File: config.mk
export PLATFORM = sky130hd
export DESIGN_NAME = rts_cts_stop_and_wait_link_flat
export DESIGN_NICKNAME = d
export VERILOG_FILES = /design/src/design/rcsw_pkg.sv /design/src/design/rcsw_if.sv /design/src/design/rcsw_core.sv /design/src/design/rcsw_out_buf.sv /design/src/design/rts_cts_stop_and_wait_link.sv /design/src/flat_wrapper.sv
export SDC_FILE = /design/constraint.sdc
export NUM_CORES = 1
export LEC_CHECK = 0
export BUFFER_PORTS_ARGS = -buffer_cell sky130_fd_sc_hd__buf_2
export CAP_MARGIN = 20
export CORE_ASPECT_RATIO = 1.5
export CORE_MARGIN = 2
export CORE_UTILIZATION = 50
export DETAILED_ROUTE_END_ITERATION = 12
export MAX_ROUTING_LAYER = met4
export PLACE_DENSITY = 0.77
export SETUP_SLACK_MARGIN = 0.4
export SLEW_MARGIN = 20
export SYNTH_ARGS = -nofsm -noshare
export SYNTH_HDL_FRONTEND = slang
export SYNTH_SLANG_ARGS = --single-unit
File: constraint.sdc
create_clock -name clk -period 8 [get_ports clk]
set_clock_uncertainty 0.1 [all_clocks]
set_input_delay 1.6 -clock clk [delete_from_list [all_inputs] [get_ports clk]]
set_output_delay 1.6 -clock clk [all_outputs]
set_load 0.02 [all_outputs]
File: src/design/rcsw_pkg.sv
// ----------------------------------------------------------------------------
// rcsw_pkg
// Shared types and codes for the RTS/CTS stop-and-wait link controller.
// ----------------------------------------------------------------------------
package rcsw_pkg;

  // Field widths
  localparam int unsigned ActionW   = 3;
  localparam int unsigned CountW    = 8;
  localparam int unsigned CommandW  = 3;
  localparam int unsigned AttemptW  = 4;
  localparam int unsigned TicksW    = 16;
  localparam int unsigned CfgIndexW = 1;
  localparam int unsigned CfgDataW  = 16;

  // Register reset values
  localparam logic [AttemptW-1:0] MaxAttemptsReset  = 4'd3;
  localparam logic [TicksW-1:0]   TimeoutTicksReset = 16'd700;

  // Configuration register indexes
  typedef enum logic [CfgIndexW-1:0] {
    REG_MAX_ATTEMPTS  = 1'd0,
    REG_TIMEOUT_TICKS = 1'd1
  } reg_index_t;

  // Input actions
  typedef enum logic [ActionW-1:0] {
    ACT_TICK  = 3'd0,
    ACT_START = 3'd1,
    ACT_CTS   = 3'd2,
    ACT_ACK   = 3'd3,
    ACT_RTS   = 3'd4,
    ACT_DATA  = 3'd5
  } action_t;

  // Commands to the framer
  typedef enum logic [CommandW-1:0] {
    CMD_NONE     = 3'd0,
    CMD_RTS      = 3'd1,
    CMD_DATA     = 3'd2,
    CMD_CTS      = 3'd3,
    CMD_DONE     = 3'd4,
    CMD_FAILED   = 3'd5,
    CMD_RECEIVED = 3'd6,
    CMD_RESP_TO  = 3'd7
  } command_t;

  // Link phase
  typedef enum logic [1:0] {
    PH_IDLE      = 2'd0,
    PH_WAIT_CTS  = 2'd1,
    PH_WAIT_ACK  = 2'd2,
    PH_WAIT_DATA = 2'd3
  } phase_t;

  // Event latches
  typedef struct packed {
    logic data;
    logic rts;
    logic ack;
    logic cts;
  } events_t;

  // One result item as it leaves the controller
  typedef struct packed {
    command_t          command;
    logic [CountW-1:0] packet_index;
    logic              busy_res;
  } result_t;

endpackage

File: src/design/rcsw_if.sv
// ----------------------------------------------------------------------------
// rcsw_if
// Valid/ready channels for link events in and framer commands out.
// ----------------------------------------------------------------------------
interface rcsw_in_if import rcsw_pkg::*; ();
  logic              valid;
  logic              ready;
  logic [ActionW-1:0] action;
  logic [CountW-1:0]  packet_count;

  modport source (output valid, output action, output packet_count, input ready);
  modport sink   (input valid, input action, input packet_count, output ready);
endinterface

interface rcsw_out_if import rcsw_pkg::*; ();
  logic                valid;
  logic                ready;
  logic [CommandW-1:0] command;
  logic [CountW-1:0]   packet_index;
  logic                busy_res;

  modport source (output valid, output command, output packet_index, output busy_res,
                  input ready);
  modport sink   (input valid, input command, input packet_index, input busy_res,
                  output ready);
endinterface

File: src/design/rcsw_core.sv
// ----------------------------------------------------------------------------
// rcsw_core
// Link state, configuration registers and the per-event update logic.
// ----------------------------------------------------------------------------
module rcsw_core
  import rcsw_pkg::*;
(
  input  logic                 clk,
  input  logic                 rst,
  input  logic                 cfg_write,
  input  logic [CfgIndexW-1:0] cfg_index,
  input  logic [CfgDataW-1:0]  cfg_data,
  input  logic                 accept,
  input  logic [ActionW-1:0]   action,
  input  logic [CountW-1:0]    packet_count,
  output result_t              result
);

  logic [AttemptW-1:0] max_attempts;
  logic [TicksW-1:0]   timeout_ticks;

  phase_t              phase, phase_next;
  logic [AttemptW-1:0] attempt_count, attempt_count_next;
  logic [TicksW-1:0]   wait_ticks, wait_ticks_next;
  logic [CountW-1:0]   current_packet, current_packet_next;
  logic [CountW-1:0]   total_packets, total_packets_next;
  events_t             events, events_next;

  logic [TicksW-1:0]   ticks_inc;
  logic [CountW-1:0]   packet_inc;
  logic                expired;
  logic                give_up;
  command_t            command;
  logic [CountW-1:0]   index;

  // Configuration registers
  always_ff @(posedge clk) begin
    if (rst) begin
      max_attempts  <= MaxAttemptsReset;
      timeout_ticks <= TimeoutTicksReset;
    end else if (cfg_write) begin
      case (reg_index_t'(cfg_index))
        REG_MAX_ATTEMPTS:  max_attempts  <= cfg_data[AttemptW-1:0];
        REG_TIMEOUT_TICKS: timeout_ticks <= cfg_data[TicksW-1:0];
        default: ;
      endcase
    end
  end

  // Timeout bookkeeping for a tick that finds nothing latched.
  // A zero timeout or attempt limit falls out as one through these compares.
  assign ticks_inc  = wait_ticks + 1'b1;
  assign packet_inc = current_packet + 1'b1;
  assign expired    = !((ticks_inc < timeout_ticks) && (ticks_inc != '0));
  assign give_up    = attempt_count >= max_attempts;

  // Next state and command for one transfer on the input channel
  always_comb begin
    phase_next          = phase;
    attempt_count_next  = attempt_count;
    wait_ticks_next     = wait_ticks;
    current_packet_next = current_packet;
    total_packets_next  = total_packets;
    events_next         = events;
    command             = CMD_NONE;
    index               = '0;

    case (action_t'(action))
      ACT_TICK: begin
        case (phase)
          PH_IDLE: begin
            if (events.rts) begin
              events_next.rts    = 1'b0;
              phase_next         = PH_WAIT_DATA;
              attempt_count_next = AttemptW'(1);
              wait_ticks_next    = '0;
              command            = CMD_CTS;
            end
          end
          PH_WAIT_CTS: begin
            if (events.cts) begin
              events_next.cts     = 1'b0;
              current_packet_next = '0;
              if (total_packets == '0) begin
                phase_next = PH_IDLE;
                command    = CMD_DONE;
              end else begin
                phase_next         = PH_WAIT_ACK;
                attempt_count_next = AttemptW'(1);
                wait_ticks_next    = '0;
                command            = CMD_DATA;
              end
            end else begin
              wait_ticks_next = ticks_inc;
              if (expired && give_up) begin
                phase_next = PH_IDLE;
                command    = CMD_FAILED;
              end else if (expired) begin
                attempt_count_next = attempt_count + 1'b1;
                wait_ticks_next    = '0;
                command            = CMD_RTS;
              end
            end
          end
          PH_WAIT_ACK: begin
            if (events.ack) begin
              events_next.ack     = 1'b0;
              current_packet_next = packet_inc;
              if (packet_inc >= total_packets) begin
                phase_next = PH_IDLE;
                command    = CMD_DONE;
              end else begin
                attempt_count_next = AttemptW'(1);
                wait_ticks_next    = '0;
                command            = CMD_DATA;
                index              = packet_inc;
              end
            end else begin
              wait_ticks_next = ticks_inc;
              if (expired && give_up) begin
                phase_next = PH_IDLE;
                command    = CMD_FAILED;
              end else if (expired) begin
                attempt_count_next = attempt_count + 1'b1;
                wait_ticks_next    = '0;
                command            = CMD_DATA;
                index              = current_packet;
              end
            end
          end
          PH_WAIT_DATA: begin
            if (events.data) begin
              events_next.data = 1'b0;
              phase_next       = PH_IDLE;
              command          = CMD_RECEIVED;
            end else begin
              wait_ticks_next = ticks_inc;
              if (expired && give_up) begin
                phase_next = PH_IDLE;
                command    = CMD_RESP_TO;
              end else if (expired) begin
                attempt_count_next = attempt_count + 1'b1;
                wait_ticks_next    = '0;
                command            = CMD_CTS;
              end
            end
          end
          default: phase_next = PH_IDLE;
        endcase
      end
      ACT_START: begin
        if (phase == PH_IDLE) begin
          total_packets_next  = packet_count;
          current_packet_next = '0;
          phase_next          = PH_WAIT_CTS;
          attempt_count_next  = AttemptW'(1);
          wait_ticks_next     = '0;
          command             = CMD_RTS;
        end
      end
      ACT_CTS:  events_next.cts  = 1'b1;
      ACT_ACK:  events_next.ack  = 1'b1;
      ACT_RTS:  events_next.rts  = 1'b1;
      ACT_DATA: events_next.data = 1'b1;
      default: ;
    endcase
  end

  // Result of the item being transferred this cycle
  assign result.command      = command;
  assign result.packet_index = index;
  assign result.busy_res     = (phase_next != PH_IDLE);

  // Link state moves only on a transfer
  always_ff @(posedge clk) begin
    if (rst) begin
      phase          <= PH_IDLE;
      attempt_count  <= '0;
      wait_ticks     <= '0;
      current_packet <= '0;
      total_packets  <= '0;
      events         <= '0;
    end else if (accept) begin
      phase          <= phase_next;
      attempt_count  <= attempt_count_next;
      wait_ticks     <= wait_ticks_next;
      current_packet <= current_packet_next;
      total_packets  <= total_packets_next;
      events         <= events_next;
    end
  end

  // A start from idle always leads into the wait for CTS.
  a_start_waits_cts: assert property (@(posedge clk) disable iff (rst)
    accept && phase == PH_IDLE && action_t'(action) == ACT_START
    |=> phase == PH_WAIT_CTS)
    else $error("start from idle did not enter the CTS wait");

  // Every wait has made at least one send.
  a_wait_has_attempt: assert property (@(posedge clk) disable iff (rst)
    phase != PH_IDLE |-> attempt_count != '0)
    else $error("waiting with no send counted");

  // The state holds while no item is transferred.
  a_hold_without_transfer: assert property (@(posedge clk) disable iff (rst)
    !accept |=> $stable(phase) && $stable(events) && $stable(wait_ticks))
    else $error("link state moved without a transfer");

  // A packet index is only ever given with a data send.
  a_index_only_with_data: assert property (@(posedge clk) disable iff (rst)
    accept && result.packet_index != '0 |-> result.command == CMD_DATA)
    else $error("packet index given without a data send");

endmodule

File: src/design/rcsw_out_buf.sv
// ----------------------------------------------------------------------------
// rcsw_out_buf
// Two-entry output register with a skid stage; it decouples the ready of the
// input side from the ready of the framer.
// ----------------------------------------------------------------------------
module rcsw_out_buf
  import rcsw_pkg::*;
(
  input  logic       clk,
  input  logic       rst,
  input  logic       push,
  input  result_t    push_data,
  output logic       can_push,
  rcsw_out_if.source rsp
);

  logic    main_valid;
  logic    skid_valid;
  result_t main_data;
  result_t skid_data;

  // Control: the skid stage fills only when the main register is stalled
  always_ff @(posedge clk) begin
    if (rst) begin
      main_valid <= 1'b0;
      skid_valid <= 1'b0;
    end else if (skid_valid) begin
      if (rsp.ready) begin
        skid_valid <= 1'b0;
      end
    end else if (push) begin
      if (main_valid && !rsp.ready) begin
        skid_valid <= 1'b1;
      end else begin
        main_valid <= 1'b1;
      end
    end else if (rsp.ready) begin
      main_valid <= 1'b0;
    end
  end

  // Payload
  always_ff @(posedge clk) begin
    if (skid_valid) begin
      if (rsp.ready) begin
        main_data <= skid_data;
      end
    end else if (push) begin
      if (main_valid && !rsp.ready) begin
        skid_data <= push_data;
      end else begin
        main_data <= push_data;
      end
    end
  end

  assign can_push         = !skid_valid;
  assign rsp.valid        = main_valid;
  assign rsp.command      = main_data.command;
  assign rsp.packet_index = main_data.packet_index;
  assign rsp.busy_res     = main_data.busy_res;

  // The skid stage never holds an item ahead of the main register.
  a_skid_behind_main: assert property (@(posedge clk) disable iff (rst)
    skid_valid |-> main_valid)
    else $error("skid entry without a main entry");

  // A push into a full buffer is never offered.
  a_no_push_when_full: assert property (@(posedge clk) disable iff (rst)
    skid_valid |-> !push)
    else $error("push while both entries are full");

  // A stalled skid entry moves up as soon as the framer takes the main one.
  a_skid_drains: assert property (@(posedge clk) disable iff (rst)
    skid_valid && rsp.ready |=> main_valid && !skid_valid)
    else $error("skid entry did not move up");

endmodule

File: src/design/rts_cts_stop_and_wait_link.sv
// ----------------------------------------------------------------------------
// rts_cts_stop_and_wait_link
// RTS/CTS handshake and stop-and-wait ARQ controller for a half-duplex link.
// ----------------------------------------------------------------------------
// Each accepted item (a tick, a start request or a received-frame event)
// produces exactly one command item, registered in the output buffer. An
// item can be accepted in every cycle while the buffer has a free entry: the
// link state is updated by one level of compare-and-increment logic in the
// cycle of the transfer, and the result is held in a two-entry output buffer,
// so the input stays ready while one result waits for the framer and drops
// only when both entries are full. Configuration writes (max_attempts at
// index 0, timeout_ticks at index 1) are registered and should be made while
// no result is pending.
// ----------------------------------------------------------------------------
module rts_cts_stop_and_wait_link
  import rcsw_pkg::*;
(
  input  logic                 clk,
  input  logic                 rst,
  input  logic                 cfg_write,
  input  logic [CfgIndexW-1:0] cfg_index,
  input  logic [CfgDataW-1:0]  cfg_data,
  rcsw_in_if.sink              req,
  rcsw_out_if.source           rsp
);

  logic    accept;
  logic    can_push;
  result_t result;

  assign req.ready = can_push;
  assign accept    = req.valid && can_push;

  // Link state and per-event update
  rcsw_core u_core (
    .clk          (clk),
    .rst          (rst),
    .cfg_write    (cfg_write),
    .cfg_index    (cfg_index),
    .cfg_data     (cfg_data),
    .accept       (accept),
    .action       (req.action),
    .packet_count (req.packet_count),
    .result       (result)
  );

  // Result buffering towards the framer
  rcsw_out_buf u_out_buf (
    .clk       (clk),
    .rst       (rst),
    .push      (accept),
    .push_data (result),
    .can_push  (can_push),
    .rsp       (rsp)
  );

endmodule
File: src/flat_wrapper.sv
// flat-port wrapper written by rule: the top's interface ports become plain ports
module rts_cts_stop_and_wait_link_flat import rcsw_pkg::*;
  (clk, rst, cfg_write, cfg_index, cfg_data, req_valid, req_action, req_packet_count, req_ready, rsp_valid, rsp_command, rsp_packet_index, rsp_busy_res, rsp_ready);
  rcsw_in_if req_i ();
  rcsw_out_if rsp_i ();
  input  logic clk;
  input  logic rst;
  input  logic cfg_write;
  input  logic [CfgIndexW-1:0] cfg_index;
  input  logic [CfgDataW-1:0] cfg_data;
  input wire logic [$bits(req_i.valid)-1:0] req_valid;
  input wire logic [$bits(req_i.action)-1:0] req_action;
  input wire logic [$bits(req_i.packet_count)-1:0] req_packet_count;
  output wire logic [$bits(req_i.ready)-1:0] req_ready;
  output wire logic [$bits(rsp_i.valid)-1:0] rsp_valid;
  output wire logic [$bits(rsp_i.command)-1:0] rsp_command;
  output wire logic [$bits(rsp_i.packet_index)-1:0] rsp_packet_index;
  output wire logic [$bits(rsp_i.busy_res)-1:0] rsp_busy_res;
  input wire logic [$bits(rsp_i.ready)-1:0] rsp_ready;
  assign req_i.valid = req_valid;
  assign req_i.action = req_action;
  assign req_i.packet_count = req_packet_count;
  assign req_ready = req_i.ready;
  assign rsp_valid = rsp_i.valid;
  assign rsp_command = rsp_i.command;
  assign rsp_packet_index = rsp_i.packet_index;
  assign rsp_busy_res = rsp_i.busy_res;
  assign rsp_i.ready = rsp_ready;
  rts_cts_stop_and_wait_link u_core (.clk(clk), .rst(rst), .cfg_write(cfg_write), .cfg_index(cfg_index), .cfg_data(cfg_data), .req(req_i), .rsp(rsp_i));
endmodule
Word-level counts from Yosys, hierarchy flattened
Index checks and enable logic that the tools add are counted.
- input bits: 33
- register bits after elaboration: 88
- output and inout port bits: 14
- magnitude comparators: 3
- bitwise gates (word level): 2
- add/sub/neg operators: 3
- reductions and logical operators: 31
- equal/unequal tests: 23
- multiplexer cells: 77
- operators with widths (kind ; count):
    16-bit two-way mux ; 9
    8-bit two-way mux ; 9
    16-bit one-hot mux with 4 select lines ; 1
    12-bit two-way mux ; 4
    4-bit two-way mux ; 9
    16-bit one-hot mux with 2 select lines ; 1
    8-bit one-hot mux with 2 select lines ; 2
    3-bit two-way mux ; 8
    3-bit AND reduction ; 8
    2-bit two-way mux ; 11
    16-bit by 1-bit adder with 16-bit output, second input constant ; 1
    16-bit < comparator ; 1
    4-bit one-hot mux with 4 select lines ; 1
    16-bit nonzero test ; 1
    2-bit nonzero test ; 8
    1-bit two-way mux ; 13
    3-bit != test, second input constant ; 4
    3-bit one-hot mux with 4 select lines ; 1
    2-bit != test, second input constant ; 5
    8-bit by 1-bit adder with 8-bit output, second input constant ; 1
    8-bit >= comparator ; 1
    8-bit zero test ; 1
    4-bit != test, second input constant ; 2
    1-bit one-hot mux with 2 select lines ; 4
    other kinds (21) ; 33

Logic depth before layout (Yosys ltp)
- word-level depth: 13
- mapped depth: 16
- mapped depth without buffers: 14

Cells and area by module
Synthesis repeated with hierarchy kept, for this count alone.
- cell total of the unflattened synthesis: 569
- area, all modules: 5126.2 um2
- modules (own cells, without submodules) (module ; cells each ; area an instance (um2) ; seq. area each (um2) ; instances):
    rcsw_core ; 518 ; 4100.2 ; 1241.2 ; 1
    rcsw_out_buf ; 50 ; 1019.7 ; 760.7 ; 1
    rts_cts_stop_and_wait_link ; 1 ; 6.3 ; 0.0 ; 1

Worst setup path before layout
No wires, ideal clock.
- path type: register to register
- start: register u_core.u_core.wait_ticks[0]
- end: register u_core.u_core.attempt_count[3]
- path slack: 3.990 ns
- library setup time: 0.118 ns
- arrival: 3.792 ns
- buffers on the path: 1
- data required time: 7.782 ns
- cell stages (with the launch flop): 16
- clock period less this slack: 4.010 ns
- cells stage by stage: dfxtp_1 ha_1 clkbuf_2 nand3_2 nor2_1 nand4_1 nor2_1 xor2_1 ha_1 nand4_1 nor3_1 or4b_2 and4_1 o31a_1 or4_1 mux2i_1
- word-level cells in the longest chain between the ends: 9
- elaborated cells on any way between the ends: 13
- ends and longest elaborated chain (what ; line ; source):
    start, declared ; rcsw_core.sv:24 ; logic [TicksW-1:0] wait_ticks, wait_ticks_next;
    start signal, assigned ; rcsw_core.sv:186 ; wait_ticks <= wait_ticks_next;
    16-bit by 1-bit adder with 16-bit output (*) ; rcsw_core.sv:52 ; assign ticks_inc = wait_ticks + 1'b1;
    16-bit < comparator or 16-bit nonzero test (tied branches) ; rcsw_core.sv:54 ; assign expired = !((ticks_inc < timeout_ticks) && (ticks_inc != '0));
    1-bit logical AND (*) ; rcsw_core.sv:54 ;
    1-bit zero test ; rcsw_core.sv:54 ;
    1-bit logical AND ; rcsw_core.sv:95, rcsw_core.sv:120, rcsw_core.sv:138 ;
    4-bit two-way mux (*) ; n/a ;
    4-bit two-way mux, on equally long branches ; n/a ;
    4-bit one-hot mux with 4 select lines (*) ; n/a ;
    4-bit one-hot mux with 2 select lines (*) ; n/a ;
    end signal, assigned ; rcsw_core.sv:185 ; attempt_count <= attempt_count_next;
    end, declared ; rcsw_core.sv:23 ; logic [AttemptW-1:0] attempt_count, attempt_count_next;
Every way passes the cells marked *; elsewhere a longest branch is shown, timed or not. The select of a mux whose other input is x is not followed.
A chain may end at the register's enable or synchronous reset.

Final worst setup path
Ends and elaborated chain as after synthesis.

==> impl_results.md <==
* Final Net Count at 697
* Fin worst setup slack at 3258 ps
* Required time worst endpoint at 8130 ps
* Final setup fails at 0
* Final ANT Viol Nets at 0
* CORE AREA at 0.01013 mm^2
* GRT Residual Overflow at 0
* Outcome: completed
* Power Total at 1.026 mW
* Vias in the first global route at 4561
* Cts repair resizes at 0
* Synth area leader: dfxtp_1
* Antenna violations before repair at 0
* CTS root buf: clkbuf_16
* Asr flop ratio synth at 0
* Inserted Clock Buffers at 9
* Switch Pwr at 0.2338 mW
* Via count at 4628
* Layout cells sized above 1 at 0.1191
* I/O Buffers at 46
* EDFF count, synth at 24
* Internal power at 0.7918 mW
* Largest net degree at the start of global routing at 49
* GP Congestion at 0.9053
* Via/cell ratio at 6.130
* M3 GR Usage at 0.03949
* Synth Cell Area at 0.005218 mm^2
* Initial Utilization at 0.5148
* Final period utilization at 0.5927
* Seq pwr share at 0.466
* Post-DP Area at 0.005444 mm^2
* Share of the synthesized area in the top cell type at 0.2456
* Die Span Y at 129.1 um
* Pwr Density at 177.5 mW/mm^2
* Met1 GRT Util at 0.2354
* Commonest non-fill, non-tap cells in the layout: nand2_1, dfxtp_1, nor2_1
* Row cnt at 45
* Peak VDD IR at 0.1043 mV
* I/O pin cnt at 47
* Die footprint at 0.01128 mm^2
* Gate power share at 0.078
* Worst path cell trace: ha_1 > nand3_2 > nor2_1 > nand4_1 > nor2_1 > xor2_1 > ha_1 > nand4_1 > nor3_1 > or4b_2 > and4_1 > o31a_1 > or4_1 > mux2i_1
* Worst Tran Pin Value at 971.4 ps
* Met2 usage at 0.4452
* Setup WS pre-CTS at 3330 ps
* Most used DFF post-synth: dfxtp_1
* Post-synth cell types at 67
* Commonest non-fill, non-tap cell in the layout: nand2_1
* Post-synthesis sequential area ratio at 0.3837
* Dpl cells at 739
* Worst Hold Class: reg2reg
* Hpwl dp at 9465 um
* Rel. slew slack at 0.3520
* DRT Wirelength at 12830 um
* Initial DRC count at 205
* Clock insertion delay at the later pin of the skew report at 350 ps
* WP data arrival at 4880 ps
* Post-Synthesis Cells at 612
* 1st-pass router iterations at 5
* Setup TNS at 0 ps
* Max Cap Viol at 0
* Area growth, synth to finish at 10.72%
* Leak pwr at 2.306 nW
* H-tree levels at 3
* Avg Cell Area, Syn at 8.525 um^2
* Maximum clock rate at 210.9 MHz
* Routed WL per cell at 16.99 um
* Setup CP Type: reg2reg
* Synth top area cells: dfxtp_1, edfxtp_1, ha_1
* CP max stage cell: or4b_2
* Most used routing layer: met2
* Finished Cell Area at 0.005777 mm^2
* Post-CTS Setup Bufs at 0
* First-pass GRT wire length at 20890 um
* Diodes inserted at 0
* Fin cells at 755
* Switching share of power at 0.2279
* Syn_nets at 676
* CTS Hold Bufs at 0
* TritonCTS clock tree: done
* Critical Path Max Stage Delay at 640 ps
* Clock sink count at 88
* Yosys Warn Count at 0
* CTS max path bufs at 2
* Clock transition at path regs at 60 ps
* RSZ-0062 raised after global routing: no
* Period minus WS final at 4742 ps
* CP max FO at 16
* Clock power share at 0.457
* Nature of the critical path endpoint: flop
* Final Max Tran Viols at 0
* Die X at 87.41 um
* Register bit count reported by yosys at 88
* Worst setup SP type: flop
* Hold Fails Final Rpt at 0
* Gr usage total at 0.2416
* Remaining DRCs at 0
[critical path: cells and delay by family, from the launching register on]
family / cells / cell delay [ps]
DFF: 1 / 490
xor gates and xnor gates: 1 / 100
AOI/OAI and AO/OA: 1 / 320
adders and majority gates: 2 / 680
muxes: 1 / 130
and+or+nand+nor: 9 / 2800
[synth_stat cells (9+ instances only)]
library cell and number:
nand3_1 11, nand4_1 12, clkbuf_1 30, dfxtp_1 64, ha_1 31, a31oi_1 13, inv_1 30, nand2_1 80
a21oi_1 35, mux2i_1 14, nor3_1 15, nor2_1 60, edfxtp_1 24, o2111ai_1 9, o21ai_0 17, o211ai_1 10
xor2_1 11, xnor2_1 10, a22oi_1 16
[metal layers]
layer | share of wire | wire, um
met2 | 0.54 | 6925
met3 | 0.031 | 396
met4 | 0.054 | 693
met1 | 0.38 | 4814
met5 | 0 | 0
[cells by family (layout without fill, tap and decap cells)]
logic type               after synthesis  in the layout  share of synthesized area
buffers and inverters                 69             95                    0.05324
XOR/XNOR                              21             21                    0.03525
flip-flops                            88             88                     0.3837
multiplexers                          16             16                    0.03117
adder cells (fa/ha/maj)               31             31                    0.07434
AO/OA/AOI/OAI                        152            152                     0.2022
AND/OR/NAND/NOR                      235            235                     0.2201
[registers in the layout, summed over array words and instances (netlist names)]
name                               cells
u_core.u_core.attempt_count            4
u_core.u_core.current_packet           8
u_core.u_core.events                   4
u_core.u_core.max_attempts             4
u_core.u_core.phase                    2
u_core.u_core.timeout_ticks           16
u_core.u_core.total_packets            8
u_core.u_core.wait_ticks              16
u_core.u_out_buf.rsp.busy_res          1
u_core.u_out_buf.rsp.command           3
u_core.u_out_buf.rsp.packet_index      8
u_core.u_out_buf.rsp.valid             1
u_core.u_out_buf.skid_data            12
u_core.u_out_buf.skid_valid            1
[final cells by class]
cell class                      count  area (um^2)
Fill cell                         904         4358
Multi-Input combinational cell    455         2938
Sequential cell                    88         2002
Clock buffer                       12        257.7
Timing Repair Buffer               47        237.7
Tap cell                          117        146.4
Inverter                           32        120.1
Clock inverter                      4        75.07
[power groups by stage]
| stage | clock, mW | combinational, mW | sequential (mW) |
|---|---|---|---|
| after floorplan | 0 | 0.0489 | 0.489 |
| after global placement | 0 | 0.0765 | 0.487 |
| after detailed placement | 0 | 0.0791 | 0.487 |
| after CTS | 0.478 | 0.0797 | 0.478 |
| after global routing | 0.492 | 0.0888 | 0.479 |
| final | 0.468 | 0.0795 | 0.478 |
[final timing paths]
check | slack (ps) | cells past startpoint | from | end
min | 350 | 2 | u_core.u_core.timeout_ticks[14] | u_core.u_core.timeout_ticks[14]
min reg2reg | 350 | 2 | u_core.u_core.timeout_ticks[14] | u_core.u_core.timeout_ticks[14]
max | 3260 | 14 | u_core.u_core.wait_ticks[0] | u_core.u_core.attempt_count[3]
max reg2reg | 3260 | 14 | u_core.u_core.wait_ticks[0] | u_core.u_core.attempt_count[3]
[stage by stage]
step / hold WS (ps) / util
3_5_place_dp: 347.0 / 0.5372
4_1_cts: 355.8 / 0.5700
5_1_grt: 375.2 / 0.5700
3_3_place_gp: 345.3 / 0.5372
2_1_floorplan: 336.3 / -
6_report: 354.1 / 0.5700
Power figures use the tool's default switching activity.
